## src/sv/ctcp_pkg.sv

```systemverilog
// Shared types and constants for the console text cell packer.
package ctcp_pkg;

   // Console geometry
   localparam int LINE_WIDTH   = 80;
   localparam int MSG_LINE_MAX = 25;

   // Kept line store: four cells per row
   localparam int KEPT_ROWS  = (LINE_WIDTH + 3) / 4;
   localparam int KEPT_ROW_W = $clog2(KEPT_ROWS);

   localparam logic [7:0] LINE_LIMIT   = 8'(LINE_WIDTH);
   localparam logic [5:0] LINE_BUDGET  = 6'(MSG_LINE_MAX);
   localparam logic [7:0] TAB_STOP     = 8'd8;
   localparam logic [7:0] ATTR_DEFAULT = 8'h0F;

   // Control characters
   localparam logic [7:0] CHAR_BS  = 8'd8;
   localparam logic [7:0] CHAR_TAB = 8'd9;
   localparam logic [7:0] CHAR_LF  = 8'd10;
   localparam logic [7:0] CHAR_CR  = 8'd13;

   typedef enum logic [1:0] {
      KIND_START_APPEND  = 2'd0,
      KIND_START_REPLACE = 2'd1,
      KIND_CELL_GROUP    = 2'd2,
      KIND_MESSAGE_END   = 2'd3
   } ctcp_kind_type;

   typedef enum logic [2:0] {
      ST_IDLE,
      ST_START,
      ST_PFX_READ,
      ST_PFX_EMIT,
      ST_CHAR,
      ST_END
   } ctcp_state_type;

   // Commands from controller to datapath
   typedef struct packed {
      logic latch;
      logic emit_start;
      logic pfx_read;
      logic emit_group;
      logic do_char;
      logic emit_end;
   } ctcp_cmd_type;

   // Status from datapath to controller
   typedef struct packed {
      logic slot_free;
      logic in_action;
      logic open;
      logic cursor_nonzero;
      logic end_due;
      logic pfx_last;
   } ctcp_sts_type;

endpackage

```

## src/sv/ctcp_ctrl.sv

```systemverilog
// Controller state machine for the console text cell packer.
module ctcp_ctrl (
   input  logic                  clock,
   input  logic                  reset,
   input  logic                  req_valid,
   output logic                  req_stall,
   input  ctcp_pkg::ctcp_sts_type sts,
   output ctcp_pkg::ctcp_cmd_type cmd
);
   import ctcp_pkg::*;

   ctcp_state_type state_ff;
   ctcp_state_type state_in;

   // Advance state
   always_ff @(posedge clock) begin
      if (reset) begin
         state_ff <= ST_IDLE;
      end else begin
         state_ff <= state_in;
      end
   end

   // Pick next state
   always_comb begin
      state_in = state_ff;
      case (state_ff)
         ST_IDLE: begin
            if (req_valid) begin
               if (sts.in_action) begin
                  state_in = sts.open ? ST_END : ST_IDLE;
               end else begin
                  state_in = sts.open ? ST_CHAR : ST_START;
               end
            end
         end
         ST_START: begin
            if (sts.slot_free) begin
               state_in = sts.cursor_nonzero ? ST_PFX_READ : ST_CHAR;
            end
         end
         ST_PFX_READ: begin
            state_in = ST_PFX_EMIT;
         end
         ST_PFX_EMIT: begin
            if (sts.slot_free) begin
               state_in = sts.pfx_last ? ST_CHAR : ST_PFX_READ;
            end
         end
         ST_CHAR: begin
            if (sts.slot_free) begin
               state_in = sts.end_due ? ST_END : ST_IDLE;
            end
         end
         ST_END: begin
            if (sts.slot_free) begin
               state_in = ST_IDLE;
            end
         end
         default: begin
            state_in = ST_IDLE;
         end
      endcase
   end

   // Drive commands
   always_comb begin
      cmd       = '0;
      req_stall = 1'b1;
      case (state_ff)
         ST_IDLE: begin
            req_stall = 1'b0;
            cmd.latch = req_valid;
         end
         ST_START: begin
            cmd.emit_start = sts.slot_free;
         end
         ST_PFX_READ: begin
            cmd.pfx_read = 1'b1;
         end
         ST_PFX_EMIT: begin
            cmd.emit_group = sts.slot_free;
         end
         ST_CHAR: begin
            cmd.do_char = sts.slot_free;
         end
         ST_END: begin
            cmd.emit_end = sts.slot_free;
         end
         default: begin
            cmd = '0;
         end
      endcase
   end

endmodule

```

## src/sv/ctcp_datapath.sv

```systemverilog
// Datapath: cursor, message state, kept line store and result register.
module ctcp_datapath (
   input  logic                   clock,
   input  logic                   reset,
   input  ctcp_pkg::ctcp_cmd_type cmd,
   output ctcp_pkg::ctcp_sts_type sts,
   input  logic                   req_action,
   input  logic [7:0]             req_char_code,
   input  logic                   csr_wr_en,
   input  logic [7:0]             csr_wr_data,
   input  logic                   rsp_stall,
   output logic                   rsp_valid,
   output logic [1:0]             rsp_kind,
   output logic [4:0]             rsp_line_index,
   output logic [6:0]             rsp_column,
   output logic [2:0]             rsp_cell_count,
   output logic [63:0]            rsp_cells,
   output logic [4:0]             rsp_msg_lines,
   output logic                   rsp_last
);
   import ctcp_pkg::*;

   // Architectural state
   logic [7:0] attr_ff;
   logic [7:0] char_ff;
   logic [6:0] cursor_ff;
   logic [4:0] mline_ff;
   logic       open_ff;
   logic       replace_ff;
   logic [6:0] grp_col_ff;

   // Kept line store and its per-cell valid bits
   logic [3:0][15:0] kept_mem [KEPT_ROWS];
   logic [3:0][15:0] rd_cells_ff;
   logic [KEPT_ROWS-1:0][3:0] kept_valid_ff;

   // Result register
   logic        rsp_valid_ff, rsp_valid_in;
   logic [1:0]  rsp_kind_ff, rsp_kind_in;
   logic [4:0]  rsp_line_index_ff, rsp_line_index_in;
   logic [6:0]  rsp_column_ff, rsp_column_in;
   logic [2:0]  rsp_cell_count_ff, rsp_cell_count_in;
   logic [63:0] rsp_cells_ff, rsp_cells_in;
   logic [4:0]  rsp_msg_lines_ff, rsp_msg_lines_in;
   logic        rsp_last_ff, rsp_last_in;

   // Combinational terms
   logic                  slot_free;
   logic                  printable;
   logic [7:0]            cur_ext;
   logic [7:0]            cur_inc;
   logic [7:0]            tab_next;
   logic                  tab_wrap;
   logic                  new_line;
   logic [6:0]            cursor_next;
   logic [4:0]            eff_mline;
   logic                  eff_replace;
   logic [4:0]            mline_next;
   logic [4:0]            max_lines;
   logic                  end_due;
   logic [15:0]           glyph;
   logic [KEPT_ROW_W-1:0] cur_row;
   logic [1:0]            cur_lane;
   logic [KEPT_ROW_W-1:0] grp_row;
   logic [6:0]            grp_diff;
   logic [2:0]            grp_cnt;
   logic                  pfx_last;
   logic [63:0]           grp_cells;
   logic [5:0]            lc_raw;
   logic [4:0]            end_lc;

   assign slot_free = !rsp_valid_ff || !rsp_stall;

   // Decode the held character
   always_comb begin
      printable = !((char_ff == CHAR_BS) || (char_ff == CHAR_TAB) ||
                    (char_ff == CHAR_LF) || (char_ff == CHAR_CR));
      cur_ext   = {1'b0, cursor_ff};
      cur_inc   = cur_ext + 8'd1;
      tab_next  = (cur_ext + TAB_STOP) & ~(TAB_STOP - 8'd1);
      tab_wrap  = (char_ff == CHAR_TAB) && (tab_next >= LINE_LIMIT);
      new_line  = (char_ff == CHAR_LF) || tab_wrap || (printable && (cur_inc >= LINE_LIMIT));
      case (char_ff)
         CHAR_BS: begin
            cursor_next = (cursor_ff != 7'd0) ? cursor_ff - 7'd1 : 7'd0;
         end
         CHAR_TAB: begin
            cursor_next = tab_wrap ? 7'd0 : tab_next[6:0];
         end
         CHAR_LF, CHAR_CR: begin
            cursor_next = 7'd0;
         end
         default: begin
            cursor_next = (cur_inc >= LINE_LIMIT) ? 7'd0 : cur_inc[6:0];
         end
      endcase
   end

   // Line budget, as seen once the message is open
   always_comb begin
      eff_mline   = open_ff ? mline_ff : 5'd0;
      eff_replace = open_ff ? replace_ff : (cursor_ff != 7'd0);
      mline_next  = new_line ? eff_mline + 5'd1 : eff_mline;
      max_lines   = eff_replace ? 5'd1 : LINE_BUDGET[4:0];
      end_due     = mline_next >= max_lines;
      lc_raw      = {1'b0, mline_ff} + 6'd1;
      if (replace_ff) begin
         end_lc = 5'd0;
      end else begin
         end_lc = (lc_raw > LINE_BUDGET) ? LINE_BUDGET[4:0] : lc_raw[4:0];
      end
   end

   assign glyph    = {attr_ff, char_ff};
   assign cur_row  = cursor_ff[KEPT_ROW_W+1:2];
   assign cur_lane = cursor_ff[1:0];

   // Shape one prefix group from the read row
   always_comb begin
      grp_row  = grp_col_ff[KEPT_ROW_W+1:2];
      grp_diff = cursor_ff - grp_col_ff;
      grp_cnt  = (grp_diff > 7'd4) ? 3'd4 : grp_diff[2:0];
      pfx_last = ({1'b0, grp_col_ff} + 8'd4) >= cur_ext;
      for (int k = 0; k < 4; k++) begin
         grp_cells[16*k +: 16] = (kept_valid_ff[grp_row][k] && (3'(k) < grp_cnt)) ?
                                 rd_cells_ff[k] : 16'd0;
      end
   end

   // Select the next result
   always_comb begin
      rsp_valid_in      = rsp_valid_ff && rsp_stall;
      rsp_kind_in       = rsp_kind_ff;
      rsp_line_index_in = rsp_line_index_ff;
      rsp_column_in     = rsp_column_ff;
      rsp_cell_count_in = rsp_cell_count_ff;
      rsp_cells_in      = rsp_cells_ff;
      rsp_msg_lines_in  = rsp_msg_lines_ff;
      rsp_last_in       = rsp_last_ff;
      if (cmd.emit_start || cmd.emit_group || (cmd.do_char && printable) || cmd.emit_end) begin
         rsp_valid_in      = 1'b1;
         rsp_line_index_in = 5'd0;
         rsp_column_in     = 7'd0;
         rsp_cell_count_in = 3'd0;
         rsp_cells_in      = 64'd0;
         rsp_msg_lines_in  = 5'd0;
         if (cmd.emit_start) begin
            rsp_kind_in = (cursor_ff != 7'd0) ? KIND_START_REPLACE : KIND_START_APPEND;
            rsp_last_in = (cursor_ff == 7'd0) && !printable && !end_due;
         end else if (cmd.emit_group) begin
            rsp_kind_in       = KIND_CELL_GROUP;
            rsp_column_in     = grp_col_ff;
            rsp_cell_count_in = grp_cnt;
            rsp_cells_in      = grp_cells;
            rsp_last_in       = pfx_last && !printable && !end_due;
         end else if (cmd.do_char) begin
            rsp_kind_in       = KIND_CELL_GROUP;
            rsp_line_index_in = mline_ff;
            rsp_column_in     = cursor_ff;
            rsp_cell_count_in = 3'd1;
            rsp_cells_in      = {48'd0, glyph};
            rsp_last_in       = !end_due;
         end else begin
            rsp_kind_in       = KIND_MESSAGE_END;
            rsp_msg_lines_in  = end_lc;
            rsp_last_in       = 1'b1;
         end
      end
   end

   // Update control state
   always_ff @(posedge clock) begin
      if (reset) begin
         attr_ff       <= ATTR_DEFAULT;
         cursor_ff     <= 7'd0;
         mline_ff      <= 5'd0;
         open_ff       <= 1'b0;
         replace_ff    <= 1'b0;
         kept_valid_ff <= '0;
         rsp_valid_ff  <= 1'b0;
      end else begin
         rsp_valid_ff <= rsp_valid_in;
         if (csr_wr_en) begin
            attr_ff <= csr_wr_data;
         end
         if (cmd.emit_start) begin
            open_ff    <= 1'b1;
            replace_ff <= (cursor_ff != 7'd0);
            mline_ff   <= 5'd0;
         end
         if (cmd.do_char) begin
            cursor_ff <= cursor_next;
            mline_ff  <= mline_next;
            if (new_line) begin
               kept_valid_ff <= '0;
            end else if (printable) begin
               kept_valid_ff[cur_row][cur_lane] <= 1'b1;
            end
         end
         if (cmd.emit_end) begin
            open_ff <= 1'b0;
         end
      end
   end

   // Hold payload registers
   always_ff @(posedge clock) begin
      if (cmd.latch) begin
         char_ff <= req_char_code;
      end
      if (cmd.emit_start) begin
         grp_col_ff <= 7'd0;
      end else if (cmd.emit_group) begin
         grp_col_ff <= grp_col_ff + 7'd4;
      end
      rsp_kind_ff       <= rsp_kind_in;
      rsp_line_index_ff <= rsp_line_index_in;
      rsp_column_ff     <= rsp_column_in;
      rsp_cell_count_ff <= rsp_cell_count_in;
      rsp_cells_ff      <= rsp_cells_in;
      rsp_msg_lines_ff  <= rsp_msg_lines_in;
      rsp_last_ff       <= rsp_last_in;
   end

   // Kept line store: one cell written, one row read per cycle
   always_ff @(posedge clock) begin
      if (cmd.do_char && printable) begin
         kept_mem[cur_row][cur_lane] <= glyph;
      end
      if (cmd.pfx_read) begin
         rd_cells_ff <= kept_mem[grp_row];
      end
   end

   // Report status
   always_comb begin
      sts.slot_free      = slot_free;
      sts.in_action      = req_action;
      sts.open           = open_ff;
      sts.cursor_nonzero = (cursor_ff != 7'd0);
      sts.end_due        = end_due;
      sts.pfx_last       = pfx_last;
   end

   assign rsp_valid      = rsp_valid_ff;
   assign rsp_kind       = rsp_kind_ff;
   assign rsp_line_index = rsp_line_index_ff;
   assign rsp_column     = rsp_column_ff;
   assign rsp_cell_count = rsp_cell_count_ff;
   assign rsp_cells      = rsp_cells_ff;
   assign rsp_msg_lines  = rsp_msg_lines_ff;
   assign rsp_last       = rsp_last_ff;

endmodule

```

## src/sv/console_text_cell_packer.sv

```systemverilog
// A printable character in an open message is latched on accept; its cell group is loaded
// into the result register once the output slot is free. Opening adds a start result, each
//   kept-prefix group of a replace adds a row read and a result; an end adds an end result.
// Results wait in an output register, so the next character is taken while one is pending.
// Reset (synchronous): cursor, line and message state and all kept-cell valid bits clear;
//   the cell attribute returns to 0x0F.
module console_text_cell_packer (
   input  logic        clock,
   input  logic        reset,
   input  logic        req_valid,
   output logic        req_stall,
   input  logic        req_action,
   input  logic [7:0]  req_char_code,
   input  logic        csr_wr_en,
   input  logic [7:0]  csr_wr_data,
   output logic        rsp_valid,
   input  logic        rsp_stall,
   output logic [1:0]  rsp_kind,
   output logic [4:0]  rsp_line_index,
   output logic [6:0]  rsp_column,
   output logic [2:0]  rsp_cell_count,
   output logic [63:0] rsp_cells,
   output logic [4:0]  rsp_msg_lines,
   output logic        rsp_last
);
   import ctcp_pkg::*;

   ctcp_cmd_type cmd;
   ctcp_sts_type sts;

   // Sequence each transfer
   ctcp_ctrl u_ctrl (
      .clock     (clock),
      .reset     (reset),
      .req_valid (req_valid),
      .req_stall (req_stall),
      .sts       (sts),
      .cmd       (cmd)
   );

   // Cursor, store and result register
   ctcp_datapath u_datapath (
      .clock          (clock),
      .reset          (reset),
      .cmd            (cmd),
      .sts            (sts),
      .req_action     (req_action),
      .req_char_code  (req_char_code),
      .csr_wr_en      (csr_wr_en),
      .csr_wr_data    (csr_wr_data),
      .rsp_stall      (rsp_stall),
      .rsp_valid      (rsp_valid),
      .rsp_kind       (rsp_kind),
      .rsp_line_index (rsp_line_index),
      .rsp_column     (rsp_column),
      .rsp_cell_count (rsp_cell_count),
      .rsp_cells      (rsp_cells),
      .rsp_msg_lines  (rsp_msg_lines),
      .rsp_last       (rsp_last)
   );

endmodule

```

## config.mk

```make
export PLATFORM = sky130hd
export DESIGN_NAME = console_text_cell_packer
export DESIGN_NICKNAME = d
export VERILOG_FILES = /design/src/sv/ctcp_pkg.sv /design/src/sv/ctcp_ctrl.sv /design/src/sv/ctcp_datapath.sv /design/src/sv/console_text_cell_packer.sv
export SDC_FILE = /design/constraint.sdc
export NUM_CORES = 2
export LEC_CHECK = 0
export BUFFER_PORTS_ARGS = -buffer_cell sky130_fd_sc_hd__buf_2
export CORE_MARGIN = 4
export CORE_UTILIZATION = 35
export DETAILED_ROUTE_END_ITERATION = 16
export GPL_TIMING_DRIVEN = 0
export PLACE_DENSITY = 0.49
export SKIP_CTS_REPAIR_TIMING = 1
export SYNTH_ARGS = -nofsm -noshare
export SYNTH_HDL_FRONTEND = slang
export SYNTH_SLANG_ARGS = --single-unit
```

## constraint.sdc

```tcl
create_clock -name clock -period 10.95 [get_ports clock]
set_input_delay 0.5475 -clock clock [delete_from_list [all_inputs] [get_ports clock]]
set_output_delay 0.5475 -clock clock [all_outputs]
set_load 0.005 [all_outputs]
```

After elaboration in Yosys (flattened, before gate mapping):

Memory sizes are Yosys's and may differ from the RTL's. A register that Yosys moved wholly into a read port is not among the register bits.
Index checks and enable logic that the tools add are counted.

* input port bits: 22
* flip-flop bits (word level): 208
* word-level logic and storage cells: 177
* output and inout port bits: 89
* RAM bits: 1280
* memories: 1

* add/subtract/negate cells: 8
* order comparisons: 15
* reduce and logical (&&, ||, !) cells: 38
* equality and inequality tests: 15
* bitwise gates (word level): 2
* mux-type cells: 61

Memory list
* u_datapath.kept_mem: depth 20, bits a word 64, read ports 1, clocked after Yosys merged registers in 1, write ports 1, RTL line ctcp_datapath.sv:33 `logic [3:0][15:0] kept_mem [KEPT_ROWS];`

Operators by type and width (count)
* two-way mux 80 bit: 2
* two-way mux 64 bit: 2
* two-way mux 16 bit: 6
* bitwise OR 80 bit: 1
* two-way mux 3 bit: 13
* two-way mux 7 bit: 5
* demux 16 bit (select 2 bit): 1
* == test 8 x 4 -> 1 bit (second input constant): 4
* two-way mux 5 bit: 6
* case mux 7 bit (3 select lines): 1
* binary-select mux 4 bit (select 5 bit): 1
* demux 4 bit (select 5 bit): 1
* case mux 3 bit (6 select lines): 1
* two-way mux 1 bit: 17
* >= comparator 8 x 7 -> 1 bit (second input constant): 2
* logical AND 1 bit: 14
* less-than comparator 5 x 6 -> 1 bit (second input constant): 2
* != test 2 x 1 -> 1 bit (second input constant): 5
* logical OR 1 bit: 9
* adder 7 x 1 -> 8 bit (second input constant): 1
* adder 7 x 3 -> 8 bit (second input constant): 1
* adder 7 x 4 -> 8 bit (second input constant): 1
* >= comparator 8 x 7 -> 1 bit: 1
* two-way mux 4 bit: 2
* other kinds (31): 40

Depth between registers and ports, before layout:

* depth after elaboration: 13
* gate-level depth with buffers: 15
* gate-level depth less buffers: 15

Modules after synthesis:

From an unflattened synthesis, not the netlist that was laid out.

* cells, all modules: 2919
* area total of the unflattened synthesis: 60284.1 um^2

Modules (own cells, without submodules)
* ctcp_datapath: instances 1, seq. area each 45373.5 um^2, cells an instance 2877, area each 59952.5 um^2
* ctcp_ctrl: instances 1, seq. area each 60.1 um^2, cells an instance 42, area each 331.6 um^2

Least setup slack after synthesis:

No wires, ideal clock.

* path type: reg2reg
* start point: register u_ctrl.state_ff[1]
* end point: register u_datapath.rd_cells_ff[0] in the netlist's numbering, read port of u_datapath.kept_mem (enable)
* path buffers: 2
* required time: 10.372 ns
* stages on the path, launching flop included: 4
* library setup time: 0.578 ns
* path slack: 4.821 ns
* clock period less this slack: 6.129 ns
* data arrival time: 5.551 ns
* cell sequence: dfxtp_1 > clkbuf_1 > clkbuf_1 > nor3b_1

* word-level cells in the longest chain between the ends: 2

RTL lines
* start, declared: RTL line ctcp_ctrl.sv:12 `ctcp_state_type state_ff;`
* start signal, assigned: RTL line ctcp_ctrl.sv:20 `state_ff <= state_in;`
* == test 3 x 2 -> 1 bit: RTL line ctcp_ctrl.sv:70 `case (state_ff)`
* two-way mux 1 bit: RTL line ctcp_ctrl.sv:70
* end, declared: RTL line ctcp_datapath.sv:34 `logic [3:0][15:0] rd_cells_ff;`

No other way between the ends.
A chain may end at the register's enable or synchronous reset.

Worst setup path after layout:

* start point: register u_datapath.grp_col_ff[5]
* end point: register u_datapath.rsp_cells_ff[13], in the netlist u_datapath.rsp_cells[13], data pin

* word-level cells in the longest chain between the ends: 7
* elaborated cells between the ends (all ways): 9
* classes of those cells: add/sub (1); order compare (2); mux (5); reduce/logical (1)

RTL lines
* start, declared: RTL line ctcp_datapath.sv:30 `logic [6:0] grp_col_ff;`
* start signal, assigned: RTL line ctcp_datapath.sv:214 `grp_col_ff <= grp_col_ff + 7'd4;`
* subtractor 7 bit: RTL line ctcp_datapath.sv:121 `grp_diff = cursor_ff - grp_col_ff;`
* greater-than comparator 7 x 3 -> 1 bit: RTL line ctcp_datapath.sv:122 `grp_cnt = (grp_diff > 7'd4) ? 3'd4 : grp_diff[2:0];`
* two-way mux 3 bit: RTL line ctcp_datapath.sv:122
* less-than comparator 1 x 3 -> 1 bit: RTL line ctcp_datapath.sv:125 `grp_cells[16*k +: 16] = (kept_valid_ff[grp_row][k] && (3'(k) < grp_cnt)) ?`
* logical AND 1 bit *: RTL line ctcp_datapath.sv:125
* two-way mux 16 bit *: RTL line ctcp_datapath.sv:125
* two-way mux 64 bit *: RTL line ctcp_datapath.sv:150 `end else if (cmd.emit_group) begin`
* end signal, assigned: RTL line ctcp_datapath.sv:220 `rsp_cells_ff <= rsp_cells_in;`
* end, declared: RTL line ctcp_datapath.sv:43 `logic [63:0] rsp_cells_ff, rsp_cells_in;`

Mark *: on every way between the ends. The rest lies on a longest branch, timed or not. The select of a mux whose other input is x is not followed.

==> results.py <==
metrics = {
    "setup_path": {
        "worstRegToRegCells": 11,
        "cp-end-kind": "flop",
        "criticalPathCategory": "flop to flop",
        "crit_arrival_ps": 5400,
        "cp_data_required_time_ps": 11540,
        "crit_path_start_kind": "flop",
        "path_max_fanout": 10,
    },
    "grt": {
        "grt_antenna_before_repair": 4,
        "grt_overflow": 0,
        "grt_first_pass_wirelength_mm": 233,
        "grt_max_degree": 83,
        "track_usage": 0.182,
        "grt_pass1_vias": 31211,
    },
    "synthesis": {
        "yosysUniqueCellTypes": 74,
        "synth_top_area_share": 0.719,
        "synth.most_common_cell": "edfxtp_1",
        "synth_seq_cells": 1550,
        "syn-instance-count": 3021,
        "yosys-top-cells-area": "edfxtp_1, mux4_2, dfxtp_1, nand2_1, nor2_1",
        "syn_area_mm2": 0.0601,
        "synth_warnings": 0,
        "synth_nets": 3066,
        "synth-edff-count": 1439,
        "synth_top_cell_by_area": "edfxtp_1",
        "ys_seq_area_frac": 0.756,
        "syn_avg_cell_area_um2": 19.9,
        "synth_top_flop_cell": "edfxtp_1",
        "async_flop_share": 0,
        "yosys-top-cells-count": "edfxtp_1, mux4_2, nand2_1",
    },
    "die": {
        "num_rows": 151,
        "start_util": 0.354,
        "ioPinCount": 111,
        "design.core.area_mm2": 0.170,
        "die_area_mm2": 0.178,
        "die_x_um": 422,
        "die_h_um": 422,
    },
    "detailed_routing": {
        "wirelength_mm": 163,
        "dr.pass1.iters": 6,
        "avgRoutedWirePerCell_um": 28.2,
        "via_per_inst": 5.28,
        "via_count": 30478,
        "drc": 0,
        "ant_nets": 0,
        "drt_iter0_drc": 3000,
    },
    "timing": {
        "setup_tns_ps": 0,
        "hold_violations": 0,
        "rsz0062_at_grt": "false",
        "period_needed_ps": 4810,
        "drv_slew": 0,
        "fmax_mhz": 208,
        "hold_slack_ps": 15.8,
        "worstMarginPinSlew_ps": 1240,
        "max_slew_margin": 0.172,
        "fin_ws_ps": 6140,
        "finalCritPeriodShare": 0.439,
        "skew_ps": 27.5,
        "finalSetupViolations": 0,
    },
    "clock_tree": {
        "cts.sinks": 1550,
        "cts_tree": "built",
        "clk_latency_ps": 800,
        "numCtsBuffers": 162,
        "clk_pin_slew_ps": 60,
        "cts_htree_levels": 4,
        "root_buffer": "clkbuf_16",
        "clockBufferDepth": 3,
    },
    "power_and_ir_drop": {
        "p_leak_nw": 22.6,
        "power_w": 0.0128,
        "cellPowerDensity_mw_per_mm2": 179,
        "peakVddDrop_mv": 0.153,
    },
    "place": {
        "numPortBuffers": 109,
        "dp_hpwl_mm": 111,
        "pre_cts_ws_ps": 6090,
        "place_area_mm2": 0.0661,
        "place.gp.congestion": 0.917,
    },
    "finish": {
        "synthToLayoutAreaGrowth_pct": 18.9,
        "fillers": 14913,
        "fin_nets": 3468,
        "finalInstanceArea_mm2": 0.0715,
        "layout-drive-gt1-share": 0.295,
    },
    "job": {
        "maxCapViolations": 0,
    },
    "min_path": {
        "holdPathStages": 3,
        "hp-class": "input port to flop",
    },
    "status": {
        "outcome": "completed",
    },
}
[path summary, 6_finish.rpt]
path / slack, ps / from / end
min: 20 / csr_wr_data[4] / u_datapath.attr_ff[4]$_SDFFE_PP0P_
max: 6140 / u_datapath.grp_col_ff[5]$_SDFFE_PP0P_ / u_datapath.rsp_cells[13]$_SDFFCE_PP0P_
max reg2reg: 6140 / u_datapath.grp_col_ff[5]$_SDFFE_PP0P_ / u_datapath.rsp_cells[13]$_SDFFCE_PP0P_
min reg2reg: 460 / u_datapath.kept_valid_ff[37]$_SDFFE_PP0P_ / u_datapath.kept_valid_ff[37]$_SDFFE_PP0P_
[flip-flops by register name, summed over array words and instances, names as in the netlist, 7 cells and up]
signal,count
u_datapath.rsp_cells,64
u_datapath.char_ff,8
u_datapath.attr_ff,8
u_datapath.rsp_column,7
u_datapath.kept_valid_ff,80
u_datapath.cursor_ff,7
u_datapath.kept_mem,1280
u_datapath.rd_cells_ff,64
[cells in the final DEF, fill, tap and decap left out, types with 33 or more instances in the layout]
master / netlist / layout
buf_16: 0 / 49
mux4_2: 398 / 398
clkbuf_16: 0 / 167
clkbuf_1: 63 / 106
clkinv_1: 4 / 33
dfxtp_1: 111 / 103
buf_2: 38 / 147
edfxtp_1: 1439 / 1439
nor2_1: 226 / 146
and2_1: 45 / 45
a21oi_1: 98 / 98
buf_8: 1 / 54
nor2_2: 2 / 77
nand2_1: 260 / 259
buf_4: 33 / 33
[power breakdown]
part | switching (W) | leakage [nW] | internal (W)
Clock | 0.00228 | 2.55 | 0.00320
Combinational | 0.000444 | 6.22 | 0.000293
Sequential | 0.0000530 | 13.9 | 0.00653
Total | 0.00278 | 22.6 | 0.0100
[layer usage]
| layer | GRT usage | routed length [um] | up-vias |
|---|---|---|---|
| met2 | 0.293 | 78100 | 1014 |
| met5 | 0.00323 | 0 | - |
| met1 | 0.253 | 70400 | 16225 |
| met4 | 0.0510 | 4000 | 0 |
| met3 | 0.0361 | 10100 | 239 |
| li1 | - | - | 13000 |
[critical path, cell delays in order, from the launching register on]
cell      delay, ps
dfxtp_1         300
clkbuf_1        450
clkinv_1        520
buf_2           440
buf_2           370
ha_1            380
or3b_1          350
nand4b_1        260
nor4_4           90
a21oi_2         600
buf_2           430
a22o_1          360
[final cells by class]
cell class | instances | area [um2] | area share
antenna | 2 | 5.00 | 0.0000700
clock buffer | 218 | 4440 | 0.0621
clock inverter | 77 | 815 | 0.0114
inverter | 27 | 101 | 0.00142
timing repair buffer | 238 | 3050 | 0.0427
multi-input combinational | 1287 | 14000 | 0.196
tap | 2218 | 2780 | 0.0388
buffer | 157 | 841 | 0.0118
sequential | 1550 | 45500 | 0.636
[logic make-up (layout without fill, tap and decap cells)]
kind of cell,count (synthesis),in the layout,synth area share
muxes,416,416,0.154
xor gates and xnor gates,15,15,0.00219
adders and majority gates,23,23,0.00491
buffers and inverters,184,717,0.0157
DFF,1550,1550,0.756
other,0,2,0
and+or+nand+nor,632,632,0.0458
AOI/OAI and AO/OA,201,201,0.0216
[per-stage QoR]
step | util | instances
2_1_floorplan | - | 3021
3_3_place_gp | 0.373 | 5348
3_5_place_dp | 0.389 | 5464
4_1_cts | 0.419 | 5759
5_1_grt | 0.420 | 5772
6_report | 0.420 | 5774
Note: power is estimated with default switching activity, not from simulation.
